<file path="src/qmm_pkg.sv">
// ----------------------------------------------------------------------------
// qmm_pkg
// Shared types, register indexes, reset values and helpers of the quad motor
// mixer with servo ramp.
// ----------------------------------------------------------------------------
package qmm_pkg;

   localparam int THR_W   = 11;
   localparam int CORR_W  = 11;
   localparam int VAL_W   = 12;
   localparam int MIX_W   = 14;
   localparam int CSR_IDX_W = 3;

   typedef enum logic [CSR_IDX_W-1:0] {
      REG_THROTTLE_OFFSET   = 3'd0,
      REG_TAKEOFF_THRESHOLD = 3'd1,
      REG_MOTOR_MAX         = 3'd2,
      REG_RAMP_UP_LEVEL     = 3'd3,
      REG_RAMP_DOWN_LEVEL   = 3'd4,
      REG_SERVO_MIN         = 3'd5,
      REG_SERVO_MAX         = 3'd6
   } csr_reg_type;

   localparam logic [THR_W-1:0] RST_THROTTLE_OFFSET   = 11'd1000;
   localparam logic [VAL_W-1:0] RST_TAKEOFF_THRESHOLD = 12'd1450;
   localparam logic [VAL_W-1:0] RST_MOTOR_MAX         = 12'd2000;
   localparam logic [VAL_W-1:0] RST_RAMP_UP_LEVEL     = 12'd1800;
   localparam logic [VAL_W-1:0] RST_RAMP_DOWN_LEVEL   = 12'd1400;
   localparam logic [VAL_W-1:0] RST_SERVO_MIN         = 12'd1100;
   localparam logic [VAL_W-1:0] RST_SERVO_MAX         = 12'd2100;

   typedef struct packed {
      logic [THR_W-1:0] throttle_offset;
      logic [VAL_W-1:0] takeoff_threshold;
      logic [VAL_W-1:0] motor_max;
   } mix_cfg_type;

   function automatic logic [VAL_W-1:0] clamp_motor(input logic signed [MIX_W-1:0] v,
                                                    input logic [VAL_W-1:0] max_val);
      logic signed [MIX_W-1:0] max_ext;
      max_ext = $signed({2'b00, max_val});
      if (v >= max_ext) begin
         return max_val;
      end else if (v <= $signed(14'sd0)) begin
         return '0;
      end else begin
         return v[VAL_W-1:0];
      end
   endfunction

endpackage

</file>
<file path="src/qmm_mixer.sv">
// ----------------------------------------------------------------------------
// qmm_mixer
// X-frame mixing of throttle and attitude corrections into four clamped
// motor commands, with the takeoff threshold test.
// ----------------------------------------------------------------------------
module qmm_mixer (
   input  qmm_pkg::mix_cfg_type cfg,
   input  logic [10:0]          throttle,
   input  logic signed [10:0]   roll_correction,
   input  logic signed [10:0]   pitch_correction,
   input  logic signed [10:0]   yaw_correction,
   output logic [11:0]          motor_front_a,
   output logic [11:0]          motor_front_b,
   output logic [11:0]          motor_rear_a,
   output logic [11:0]          motor_rear_b,
   output logic                 below
);
   import qmm_pkg::*;

   logic [VAL_W-1:0]        thr;
   logic signed [MIX_W-1:0] t_s;
   logic signed [MIX_W-1:0] r_s;
   logic signed [MIX_W-1:0] p_s;
   logic signed [MIX_W-1:0] y_s;
   logic signed [MIX_W-1:0] m1;
   logic signed [MIX_W-1:0] m2;
   logic signed [MIX_W-1:0] m3;
   logic signed [MIX_W-1:0] m4;

   always_comb begin
      thr   = {1'b0, throttle} + {1'b0, cfg.throttle_offset};
      t_s   = $signed({2'b00, thr});
      r_s   = MIX_W'(roll_correction);
      p_s   = MIX_W'(pitch_correction);
      y_s   = MIX_W'(yaw_correction);
      below = thr < cfg.takeoff_threshold;
      if (below) begin
         m1 = t_s;
         m2 = t_s;
         m3 = t_s;
         m4 = t_s;
      end else begin
         m1 = t_s - r_s - p_s + y_s;
         m2 = t_s + r_s + p_s + y_s;
         m3 = t_s + r_s - p_s - y_s;
         m4 = t_s - r_s + p_s - y_s;
      end
      motor_front_a = clamp_motor(m1, cfg.motor_max);
      motor_front_b = clamp_motor(m2, cfg.motor_max);
      motor_rear_a  = clamp_motor(m3, cfg.motor_max);
      motor_rear_b  = clamp_motor(m4, cfg.motor_max);
   end

endmodule

</file>
<file path="src/quad_motor_mixer_with_servo_ramp_core.sv">
// ----------------------------------------------------------------------------
// quad_motor_mixer_with_servo_ramp_core
// Quadcopter X-frame motor mixer with a ramped servo position.
// ----------------------------------------------------------------------------
// Each request beat carries throttle, roll, pitch and yaw corrections and the
// auxiliary channel; each response beat carries four motor commands, the
// integrator clear flag and the servo position after that step.
// The csr channel writes one of seven registers per beat and is always ready;
// an index past the last register is ignored. Write it only while idle.
// A request is captured in an input register and the result is computed from
// it into the response register. One beat per cycle is sustained while the
// receiver takes responses: the input register takes a new beat whenever its
// content moves on to the response register, and it can hold one beat while a
// response is stalled.
// When the receiver stalls, both registers fill and req_ready falls.
// Reset restores all csr registers to their defaults, sets the servo position to
// its minimum of 1100 and empties both stages.
// ----------------------------------------------------------------------------
module quad_motor_mixer_with_servo_ramp_core (
   input  logic                clock,
   input  logic                reset,
   input  logic                req_valid,
   output logic                req_ready,
   input  logic [10:0]         req_throttle,
   input  logic signed [10:0]  req_roll_correction,
   input  logic signed [10:0]  req_pitch_correction,
   input  logic signed [10:0]  req_yaw_correction,
   input  logic [11:0]         req_aux_channel,
   output logic                rsp_valid,
   input  logic                rsp_ready,
   output logic [11:0]         rsp_motor_front_a,
   output logic [11:0]         rsp_motor_front_b,
   output logic [11:0]         rsp_motor_rear_a,
   output logic [11:0]         rsp_motor_rear_b,
   output logic                rsp_clear_integrators,
   output logic [11:0]         rsp_servo_position,
   input  logic                csr_valid,
   output logic                csr_ready,
   input  logic [2:0]          csr_index,
   input  logic [11:0]         csr_data
);
   import qmm_pkg::*;

   logic [THR_W-1:0]         throttle_offset_ff;
   logic [VAL_W-1:0]         takeoff_threshold_ff;
   logic [VAL_W-1:0]         motor_max_ff;
   logic [VAL_W-1:0]         ramp_up_level_ff;
   logic [VAL_W-1:0]         ramp_down_level_ff;
   logic [VAL_W-1:0]         servo_min_ff;
   logic [VAL_W-1:0]         servo_max_ff;
   logic [VAL_W-1:0]         servo_level_ff;
   logic [VAL_W-1:0]         servo_level_in;
   logic [VAL_W-1:0]         servo_up;

   logic                     in_valid_ff;
   logic [THR_W-1:0]         in_throttle_ff;
   logic signed [CORR_W-1:0] in_roll_ff;
   logic signed [CORR_W-1:0] in_pitch_ff;
   logic signed [CORR_W-1:0] in_yaw_ff;
   logic [VAL_W-1:0]         in_aux_ff;

   logic                     rsp_valid_ff;
   logic [VAL_W-1:0]         motor_front_a_ff;
   logic [VAL_W-1:0]         motor_front_b_ff;
   logic [VAL_W-1:0]         motor_rear_a_ff;
   logic [VAL_W-1:0]         motor_rear_b_ff;
   logic                     clear_integrators_ff;

   mix_cfg_type              mix_cfg;
   logic [VAL_W-1:0]         mix_front_a;
   logic [VAL_W-1:0]         mix_front_b;
   logic [VAL_W-1:0]         mix_rear_a;
   logic [VAL_W-1:0]         mix_rear_b;
   logic                     mix_below;
   logic                     advance;
   logic                     req_beat;

   assign csr_ready = 1'b1;
   assign advance   = in_valid_ff && (!rsp_valid_ff || rsp_ready);
   assign req_ready = !in_valid_ff || advance;
   assign req_beat  = req_valid && req_ready;

   assign mix_cfg.throttle_offset   = throttle_offset_ff;
   assign mix_cfg.takeoff_threshold = takeoff_threshold_ff;
   assign mix_cfg.motor_max         = motor_max_ff;

   qmm_mixer u_mixer (
      .cfg              (mix_cfg),
      .throttle         (in_throttle_ff),
      .roll_correction  (in_roll_ff),
      .pitch_correction (in_pitch_ff),
      .yaw_correction   (in_yaw_ff),
      .motor_front_a    (mix_front_a),
      .motor_front_b    (mix_front_b),
      .motor_rear_a     (mix_rear_a),
      .motor_rear_b     (mix_rear_b),
      .below            (mix_below)
   );

   // The up step is applied first, then the down step, as two clamped stages.
   always_comb begin
      servo_up = servo_level_ff;
      if (in_aux_ff >= ramp_up_level_ff) begin
         if (servo_level_ff >= servo_max_ff) begin
            servo_up = servo_max_ff;
         end else begin
            servo_up = servo_level_ff + 12'd1;
         end
      end
      servo_level_in = servo_up;
      if (in_aux_ff <= ramp_down_level_ff) begin
         if (servo_up <= servo_min_ff) begin
            servo_level_in = servo_min_ff;
         end else begin
            servo_level_in = servo_up - 12'd1;
         end
      end
   end

   always_ff @(posedge clock) begin
      if (reset) begin
         throttle_offset_ff   <= RST_THROTTLE_OFFSET;
         takeoff_threshold_ff <= RST_TAKEOFF_THRESHOLD;
         motor_max_ff         <= RST_MOTOR_MAX;
         ramp_up_level_ff     <= RST_RAMP_UP_LEVEL;
         ramp_down_level_ff   <= RST_RAMP_DOWN_LEVEL;
         servo_min_ff         <= RST_SERVO_MIN;
         servo_max_ff         <= RST_SERVO_MAX;
      end else if (csr_valid) begin
         case (csr_index)
            REG_THROTTLE_OFFSET:   throttle_offset_ff   <= csr_data[THR_W-1:0];
            REG_TAKEOFF_THRESHOLD: takeoff_threshold_ff <= csr_data;
            REG_MOTOR_MAX:         motor_max_ff         <= csr_data;
            REG_RAMP_UP_LEVEL:     ramp_up_level_ff     <= csr_data;
            REG_RAMP_DOWN_LEVEL:   ramp_down_level_ff   <= csr_data;
            REG_SERVO_MIN:         servo_min_ff         <= csr_data;
            REG_SERVO_MAX:         servo_max_ff         <= csr_data;
            default: begin
            end
         endcase
      end
   end

   always_ff @(posedge clock) begin
      if (reset) begin
         in_valid_ff    <= 1'b0;
         rsp_valid_ff   <= 1'b0;
         servo_level_ff <= RST_SERVO_MIN;
      end else begin
         if (req_beat) begin
            in_valid_ff <= 1'b1;
         end else if (advance) begin
            in_valid_ff <= 1'b0;
         end
         if (advance) begin
            rsp_valid_ff   <= 1'b1;
            servo_level_ff <= servo_level_in;
         end else if (rsp_ready) begin
            rsp_valid_ff <= 1'b0;
         end
      end
   end

   always_ff @(posedge clock) begin
      if (req_beat) begin
         in_throttle_ff <= req_throttle;
         in_roll_ff     <= req_roll_correction;
         in_pitch_ff    <= req_pitch_correction;
         in_yaw_ff      <= req_yaw_correction;
         in_aux_ff      <= req_aux_channel;
      end
      if (advance) begin
         motor_front_a_ff     <= mix_front_a;
         motor_front_b_ff     <= mix_front_b;
         motor_rear_a_ff      <= mix_rear_a;
         motor_rear_b_ff      <= mix_rear_b;
         clear_integrators_ff <= mix_below;
      end
   end

   assign rsp_valid             = rsp_valid_ff;
   assign rsp_motor_front_a     = motor_front_a_ff;
   assign rsp_motor_front_b     = motor_front_b_ff;
   assign rsp_motor_rear_a      = motor_rear_a_ff;
   assign rsp_motor_rear_b      = motor_rear_b_ff;
   assign rsp_clear_integrators = clear_integrators_ff;
   assign rsp_servo_position    = servo_level_ff;

   a_idle_motors_equal: assert property (@(posedge clock) disable iff (reset)
      rsp_valid_ff && clear_integrators_ff |->
         motor_front_a_ff == motor_front_b_ff && motor_front_a_ff == motor_rear_a_ff &&
         motor_front_a_ff == motor_rear_b_ff)
      else $error("Integrator clear with unequal motor commands.");

   a_full_stall: assert property (@(posedge clock) disable iff (reset)
      in_valid_ff && rsp_valid_ff && !rsp_ready |-> !req_ready)
      else $error("Request taken while both stages are full and stalled.");

   a_empty_ready: assert property (@(posedge clock) disable iff (reset)
      !in_valid_ff |-> req_ready)
      else $error("Request refused while the input register is empty.");

   a_reset_state: assert property (@(posedge clock)
      $past(reset) |-> servo_level_ff == RST_SERVO_MIN && !rsp_valid_ff && !in_valid_ff)
      else $error("Servo level or stage state wrong after reset.");

endmodule
</file>
<file path="config.mk">
export PLATFORM = sky130hd
export DESIGN_NAME = quad_motor_mixer_with_servo_ramp_core
export DESIGN_NICKNAME = d
export VERILOG_FILES = /design/src/qmm_pkg.sv /design/src/qmm_mixer.sv /design/src/quad_motor_mixer_with_servo_ramp_core.sv
export SDC_FILE = /design/constraint.sdc
export NUM_CORES = 1
export LEC_CHECK = 0
export BUFFER_PORTS_ARGS = -buffer_cell sky130_fd_sc_hd__buf_4
export CORE_UTILIZATION = 45
export DETAILED_ROUTE_END_ITERATION = 10
export PLACE_DENSITY = 0.66
export SYNTH_ARGS = -nofsm -noshare
export SYNTH_HDL_FRONTEND = slang
export SYNTH_HIERARCHICAL = 1
export SYNTH_SLANG_ARGS = --single-unit
</file>
<file path="constraint.sdc">
create_clock -name clock -period 7.48 [get_ports clock]
set_input_delay 0 -clock clock [delete_from_list [all_inputs] [get_ports clock]]
set_output_delay 0 -clock clock [all_outputs]
set_load 0.05 [all_outputs]
</file>
==> metrics.md, run 1 <==
| Metric | Value |
|---|---|
| Path class of the lowest-slack min-delay path | in -> reg |
| Maxcap violations | 0 |
| X dimension of the die | 196 um |
| Multi-input gate area | 10,900 sq um |
| Global-route total usage across every layer | 26.4% |
| Share of cells above drive strength 1 | 13.8% |
| Synth-to-Final Area Change | 19.5% |
| Asr flop ratio synth | 0% |
| Endpoints failing setup | 0 |
| Number of nets at the end of the flow | approximately 2,400 |
| Post-DR vias/cell | around 5.7 |
| Total gr overflow | 0 |
| Count of mapped cells out of synthesis | 1,884 |
| Number of nets with antenna violations after detailed routing | 0 |
| Floorplan die height | between 150 and 200 um |
| Final-report hold violation count | 0 |
| Net count after synthesis | 2,215 |
| Clock slew seen by the registers of the worst setup and hold paths | around 0.060 ns |
| Synth area leader | sky130_fd_sc_hd__edfxtp_1 |
| Type of the worst setup path | reg -> reg |
| Core Area | approximately 37,000 sq um |
| Worst setup skew after layout | 0.0134 ns |
| Buf+Inv Stages, Crit Path | 4 |
| Worst-path fanout max | 11 |
| Met2 track demand over resource | 42.3% |
| Share of the yosys chip area belonging to registers | 30.2% |
| Pwr/cell area | 386 nW/um^2 |
| Iter 0 DRT Violations | 1,077 |
| Leakage power summed over all cells | 8.84 nW |
| Met1 routing resource usage after global routing | 36.3% |
| Fmax achieved | 0.141 GHz |
| Final critical path time including I/O delays and setup | ~7.1 ns |
| Total Negative Setup Slacks | 0 ns |
| Drt drc | 0 |
| Cell area after synthesis | 16,900 sq um |
| Largest stage delay on the critical path | 0.51 ns |
| Post-Layout Inst Area | slightly above 20,000 sq um |
| Iteration count of the initial detailed-routing pass | 6 |
| Slew HR | 21.1% |
| Data required time of the worst path | 7.82 ns |
| Count of cell types in the netlist | 97 |
| Nature of the critical path startpoint | flop |
| Number of antenna cells inserted | 0 |
| Count of synthesis-stage warnings from yosys | 6 |
| Highest-count cells in the layout ignoring fill and taps | sky130_fd_sc_hd__nand2_1 (220), sky130_fd_sc_hd__ha_1 (196), sky130_fd_sc_hd__inv_1 (184) |
| Minimum setup slack after placement | 0.0968 ns |
| Cell Area, Placed | 18,400 sq um |
| Half-perimeter wire length after detailed placement | 38,700 um |
| Count of state elements after synthesis | 202 |
| Final total power | 7.77 mW |
| Worst Max-Slew Pin Slew | 1.18 ns |
| Pin count of the biggest net entering global routing | 100 |
| Port buffer count | 138 |
| Worst EP arrival | 7.44 ns |
| Initial standard-cell utilization of the core | 45.9% |
| Library cell contributing the largest single delay on the critical path | sky130_fd_sc_hd__fa_1 |
| Top cells by area in the synthesized netlist | sky130_fd_sc_hd__edfxtp_1 (19%), sky130_fd_sc_hd__ha_1 (15%), sky130_fd_sc_hd__dfxtp_1 (12%) |
| Final wirelength | 50,600 um |
| Level count of the clock H-tree | 1 |
| Most used routing layer | met2 |
| Combined flip-flop and latch cell area | roughly 5100 sq um |
| IR Drop Worst-Case VDD | roughly 0.00021 V |
| Number of flops mapped to enable cells by yosys | 105 |
| Wirelength per Cell | 19.7 um |
| Site row count | 70 |
| Root buffer cell | sky130_fd_sc_hd__clkbuf_16 |
| Met3 Resource Use GR | 3.07% |
| Min setup slack post-route | 0.383 ns |
| Insertion delay to the later sink of the worst-skew pair | 0.56 ns |
| Filler Cells Inserted | 3,281 |
| Reg-to-reg slack, setup | between 0.3 and 0.4 ns |
| Capturing element type of the critical path | flop |
| DIE AREA | 38,300 sq um |
| Total via count in the routed design | about 15,000 |
| Clk buf depth | 3 |
| Max Slew Vio Count | 0 |
| Flip-flop cell with the highest count after synthesis | sky130_fd_sc_hd__edfxtp_1 |
| CTS tree | done |
| Kind of cell adding the most delay to the critical path | adder cells |
| Share of Yosys cell area claimed by the top area cell type | 18.7% |
| Antenna violations before repair | 0 |
| Fin crit share | 94.9% |
| Via count of the first global-routing pass | between 10,000 and 15,000 |
| Most frequent standard cell in the layout excluding fill and tap cells | sky130_fd_sc_hd__nand2_1 |
| Total CTS buffers | 25 |
| Status | complete, no violations |
| Global-route wire length before repair | a little under 80,000 um |
| Number of primary I/O pins | 140 |
| Clock net sink count | about 200 |
| Global placement routability congestion | 0.954 |
| Avg Inst Size Synth | 8.95 sq um |
worst reg2reg max path, delay by kind of cell (launching register included):
family | cells | cell delay [ns]
DFF | 1 | 0.36
and+or+nand+nor | 5 | 0.76
adders and majority gates | 6 | 2.29
AOI/OAI and AO/OA | 11 | 2.27
xor gates and xnor gates | 3 | 0.61
buffers and inverters | 4 | 0.60
metal layers:
layer / up-vias / share of wire, %
met5: - / 0
met4: 0 / 3.9
met3: 103 / 5.5
met2: 496 / 45
met1: 6869 / 46
li1: 7036 / -
final timing paths:
path	from	to	depth (start not counted)
max reg2reg	in_throttle_ff[0]$_DFFE_PP_	rsp_motor_rear_a[9]$_DFFE_PP_	29
max	in_throttle_ff[0]$_DFFE_PP_	rsp_motor_rear_a[9]$_DFFE_PP_	29
min reg2reg	ramp_down_level_ff[2]$_SDFFE_PP0P_	ramp_down_level_ff[2]$_SDFFE_PP0P_	2
min	reset	in_valid_ff$_SDFFE_PP0P_	2
cells in the mapped netlist (all sizes together) (39+ instances only):
master and instances:
a21oi 155, clkbuf 39, dfxtp 97, edfxtp 105, fa 56, ha 199, inv 189, nand2 220
nor2 132, nor3 41, o21ai 74, xnor2 50
registers in the layout, summed over array words and instances (netlist names):
signal,flops
in_aux_ff,12
in_pitch_ff,11
in_roll_ff,11
in_throttle_ff,11
in_valid_ff,1
in_yaw_ff,11
motor_max_ff,12
ramp_down_level_ff,12
ramp_up_level_ff,12
rsp_clear_integrators,1
rsp_motor_front_a,12
rsp_motor_front_b,12
rsp_motor_rear_a,12
rsp_motor_rear_b,12
rsp_servo_position,12
rsp_valid,1
servo_max_ff,12
servo_min_ff,12
takeoff_threshold_ff,12
throttle_offset_ff,11
where the power goes:
group          internal [mW]  switching, mW  leakage (nW)
logic                   1.86           3.08          6.59
clock network          0.848          0.496         0.446
registers               1.40         0.0898          1.80
through the flow:
stage / utilization [%] / cells / hold WS (ns)
finish: 54.8 / 2567 / 0.0432
global route: 54.8 / 2567 / 0.127
CTS: 54.4 / 2566 / 0.0459
detailed placement: 49.9 / 2448 / 0.179
global placement: 49.9 / 2448 / 0.179
floorplan: - / 1884 / 0.0989
cell families after synthesis:
| group | synth area share (%) |
|---|---|
| AND/OR/NAND/NOR | 16.5 |
| AO/OA/AOI/OAI | 19.2 |
| buffers and inverters | 6.16 |
| adder cells (fa/ha/maj) | 21.4 |
| flip-flops | 30.2 |
| XOR/XNOR | 3.79 |
| multiplexers | 2.63 |
| other | 0.0222 |
what timing repair did:
action                                 4_1_cts  5_1_grt
endpoints found under the hold margin      141        0
gates resized for setup                      0       24
buffers inserted                             0        0
setup endpoints to repair                    0       36
hold buffers                                73        0
cell type report:
type,count,area share [%]
Timing Repair Buffer,236,9.76
Multi-Input combinational cell,1427,54.0
Clock buffer,37,3.79
Inverter,189,3.52
Tap cell,468,2.90
Clock inverter,8,0.782
Sequential cell,202,25.3
(Power assumes the default switching activity.)
==> run 2: changes to the inputs <==
--- a/config.mk
+++ b/config.mk
@@ -8,7 +8,7 @@
 export BUFFER_PORTS_ARGS = -buffer_cell sky130_fd_sc_hd__buf_4
 export CORE_UTILIZATION = 45
 export DETAILED_ROUTE_END_ITERATION = 10
-export PLACE_DENSITY = 0.66
+export PLACE_DENSITY = 0.68
 export SYNTH_ARGS = -nofsm -noshare
 export SYNTH_HDL_FRONTEND = slang
 export SYNTH_HIERARCHICAL = 1
==> constraint.sdc (replaced) <==
create_clock -name clock -period 6.27 [get_ports clock]
set_input_delay 0 -clock clock [delete_from_list [all_inputs] [get_ports clock]]
set_output_delay 0 -clock clock [all_outputs]
set_load 0.05 [all_outputs]
==> run 2 against run 1 <==
Against the previous run:
- the run now ends with negative setup slack left
- non-clock buffer count grew 298
- register-to-register slack lost 0.55 ns
- worst hold slack gained 0.017 ns
- clock power grew 9%
- global-route usage grew 2.7 points
- cell area grew 18%
- critical path depth shrank 1
- fmax grew 10%
- setup slack lost 0.55 ns
- core utilization grew 9.8 points
- highest routed layer unchanged
- wire length grew 13%
- critical path type unchanged
==> metrics.md, run 2 (synthesis gave the netlist of run 1 again) <==
| Metric | Value |
|---|---|
| Largest stage delay on the critical path | 0.52 ns (about the same) |
| Highest-count cells in the layout ignoring fill and taps | sky130_fd_sc_hd__buf_4 (423), sky130_fd_sc_hd__nand2_1 (213), sky130_fd_sc_hd__inv_1 (177) |
| Post-Layout Inst Area | 23,800 sq um (+18%) |
| Antenna violations before repair | 0 (unchanged) |
| Fmax achieved | 0.155 GHz (+10%) |
| Min setup slack post-route | -0.171 ns (-0.553 ns) |
| Most Frequent Cell on Critical Path | sky130_fd_sc_hd__ha_4 |
| Nature of the critical path startpoint | flop |
| Data required time of the worst path | 6.55 ns (-1.27 ns) |
| Total Negative Setup Slacks | -3.48 ns (-3.48 ns) |
| Iter 0 DRT Violations | 1,220 (+13%) |
| Wirelength per Cell | 19.9 um (+1.1%) |
| Final critical path time including I/O delays and setup | 6.44 ns (-0.657 ns) |
| Clk buf depth | 3 (unchanged) |
| Clock slew seen by the registers of the worst setup and hold paths | 0.06 ns (about the same) |
| Cell Area, Placed | 20,400 sq um (+11%) |
| Max Slew Vio Count | 0 (unchanged) |
| Total via count in the routed design | 16,200 (+12%) |
| Drt drc | 0 (unchanged) |
| Pin count of the biggest net entering global routing | 100 (unchanged) |
| CTS tree | done |
| Filler Cells Inserted | 2,938 (-10%) |
| Worst Max-Slew Pin Slew | 1.23 ns (+0.0537 ns) |
| Pwr/cell area | 520 nW/um^2 (+35%) |
| Synth-to-Final Area Change | 40.8% |
| Slew HR | 17.5% (-3.6 points) |
| Port buffer count | 138 (unchanged) |
| RSZ-0062 raised after global routing | yes |
| Total CTS buffers | 24 (-4.0%) |
| Initial standard-cell utilization of the core | 45.9% (unchanged) |
| Fin crit share | 103% (+7.8 points) |
| Share of cells above drive strength 1 | 31.6% (+18 points) |
| Site row count | 70 (unchanged) |
| Type of the worst setup path | reg -> reg |
| Number of nets at the end of the flow | 2,709 (+12%) |
| Worst setup skew after layout | 0.0266 ns (+0.0132 ns) |
| Global placement routability congestion | 0.955 (+0.18%) |
| Leakage power summed over all cells | 10.5 nW (+19%) |
| Insertion delay to the later sink of the worst-skew pair | 0.56 ns (about the same) |
| Status | complete, but fails checks |
| Global-route total usage across every layer | 29.1% (+2.7 points) |
| Capturing element type of the critical path | flop |
| Number of antenna cells inserted | 0 (unchanged) |
| Worst EP arrival | 6.72 ns (-0.72 ns) |
| Most frequent standard cell in the layout excluding fill and tap cells | sky130_fd_sc_hd__buf_4 |
| Library cell contributing the largest single delay on the critical path | sky130_fd_sc_hd__fa_1 |
| Endpoints failing setup | 35 (+35) |
| Utilization of the core after routing | 64.6% (+9.8 points) |
| Violations in the final reports | negative setup slack |
| Number of nets with antenna violations after detailed routing | 0 (unchanged) |
| Level count of the clock H-tree | 1 (unchanged) |
| Maxcap violations | 0 (unchanged) |
| Core Area | 36,800 sq um (unchanged) |
| Worst-path fanout max | 7 (-4) |
| Path class of the lowest-slack min-delay path | in -> reg |
| Floorplan die height | 196 um (unchanged) |
| IR Drop Worst-Case VDD | 0.000283 V (+33%) |
| Final total power | 12.3 mW (+59%) |
| Total gr overflow | 0 (unchanged) |
| Root buffer cell | sky130_fd_sc_hd__clkbuf_16 |
| Global-route wire length before repair | 87,400 um (+11%) |
| Post-DR vias/cell | 5.65 (about the same) |
| Via count of the first global-routing pass | 16,100 (+13%) |
| DIE AREA | 38,300 sq um (unchanged) |
| Final wirelength | 57,100 um (+13%) |
| Iteration count of the initial detailed-routing pass | 5 (-1) |
| Half-perimeter wire length after detailed placement | 42,300 um (+9.4%) |
| Final-report hold violation count | 0 (unchanged) |
| X dimension of the die | 196 um (unchanged) |
| Number of primary I/O pins | 140 (unchanged) |
| Clock net sink count | 202 (unchanged) |
==> run 2: cell types whose count changed in the layout (fill, tap and decap cells not counted), sizes merged <==
cell / before / now
clkbuf: 37 / 29
inv: 191 / 189
dlygate4sd3: 73 / 74
clkinv: 1 / 10
buf: 163 / 460
==> run 2: cell type report <==
class	instances	area [sq um]	share of cell area, %
inverters	189	709	2.99
clock inverters	15	199	0.838
repair buffers	534	4400	18.5
flip-flops and latches	202	5100	21.5
clock buffers	29	619	2.61
multi-input cells	1427	12100	51.1
well taps	468	586	2.47
==> run 2: repair_timing <==
item                                   CTS  global route
setup endpoints to repair               48            48
cloned                                   2             0
gates resized for setup                107           185
endpoints found under the hold margin  141             0
pin swaps                               58           108
hold buffers                            74             0
buffers inserted                        24            29
==> run 2: worst paths after layout <==
path	start	end	slack [ns]	depth (start not counted)
min	reset	throttle_offset_ff[2]$_SDFFE_PP0P_	0.06	2
min reg2reg	ramp_down_level_ff[1]$_SDFFE_PP0P_	ramp_down_level_ff[1]$_SDFFE_PP0P_	0.46	2
max reg2reg	in_throttle_ff[0]$_DFFE_PP_	rsp_motor_front_b[8]$_DFFE_PP_	-0.17	28
max	in_throttle_ff[0]$_DFFE_PP_	rsp_motor_front_b[8]$_DFFE_PP_	-0.17	28
==> run 2: worst max-delay path: cells and delay by family, from the launching register on <==
family	cells	cell delay [ns]
xor+xnor	3	0.45
fa+ha+maj	6	1.79
flops	1	0.41
mux	2	0.47
buf+inv	5	0.70
compound gates	9	1.59
simple gates	3	0.76
==> run 2: metrics by stage <==
stage	instances	worst slack (ns)	hold slack, ns
after global routing	2864	-0.431	0.0866
after CTS	2842	-0.0452	0.0338
after detailed placement	2700	-0.689	0.179
final	2864	-0.171	0.0600
after floorplan	1884	0.0591	0.0989
after global placement	2700	-0.687	0.179
==> run 2: per-layer routing <==
| metal | track usage [%] | wire length [um] |
|---|---|---|
| met5 | 0 | 0 |
| met1 | 38.6 | 24300 |
| met3 | 3.35 | 3630 |
| met4 | 9.54 | 2310 |
| met2 | 49.1 | 26900 |
==> run 2: power breakdown <==
| group | internal, mW | switching, mW | leakage (nW) |
|---|---|---|---|
| Combinational | 4.39 | 4.72 | 8.32 |
| Sequential | 1.67 | 0.108 | 1.80 |
| Clock | 0.872 | 0.584 | 0.391 |
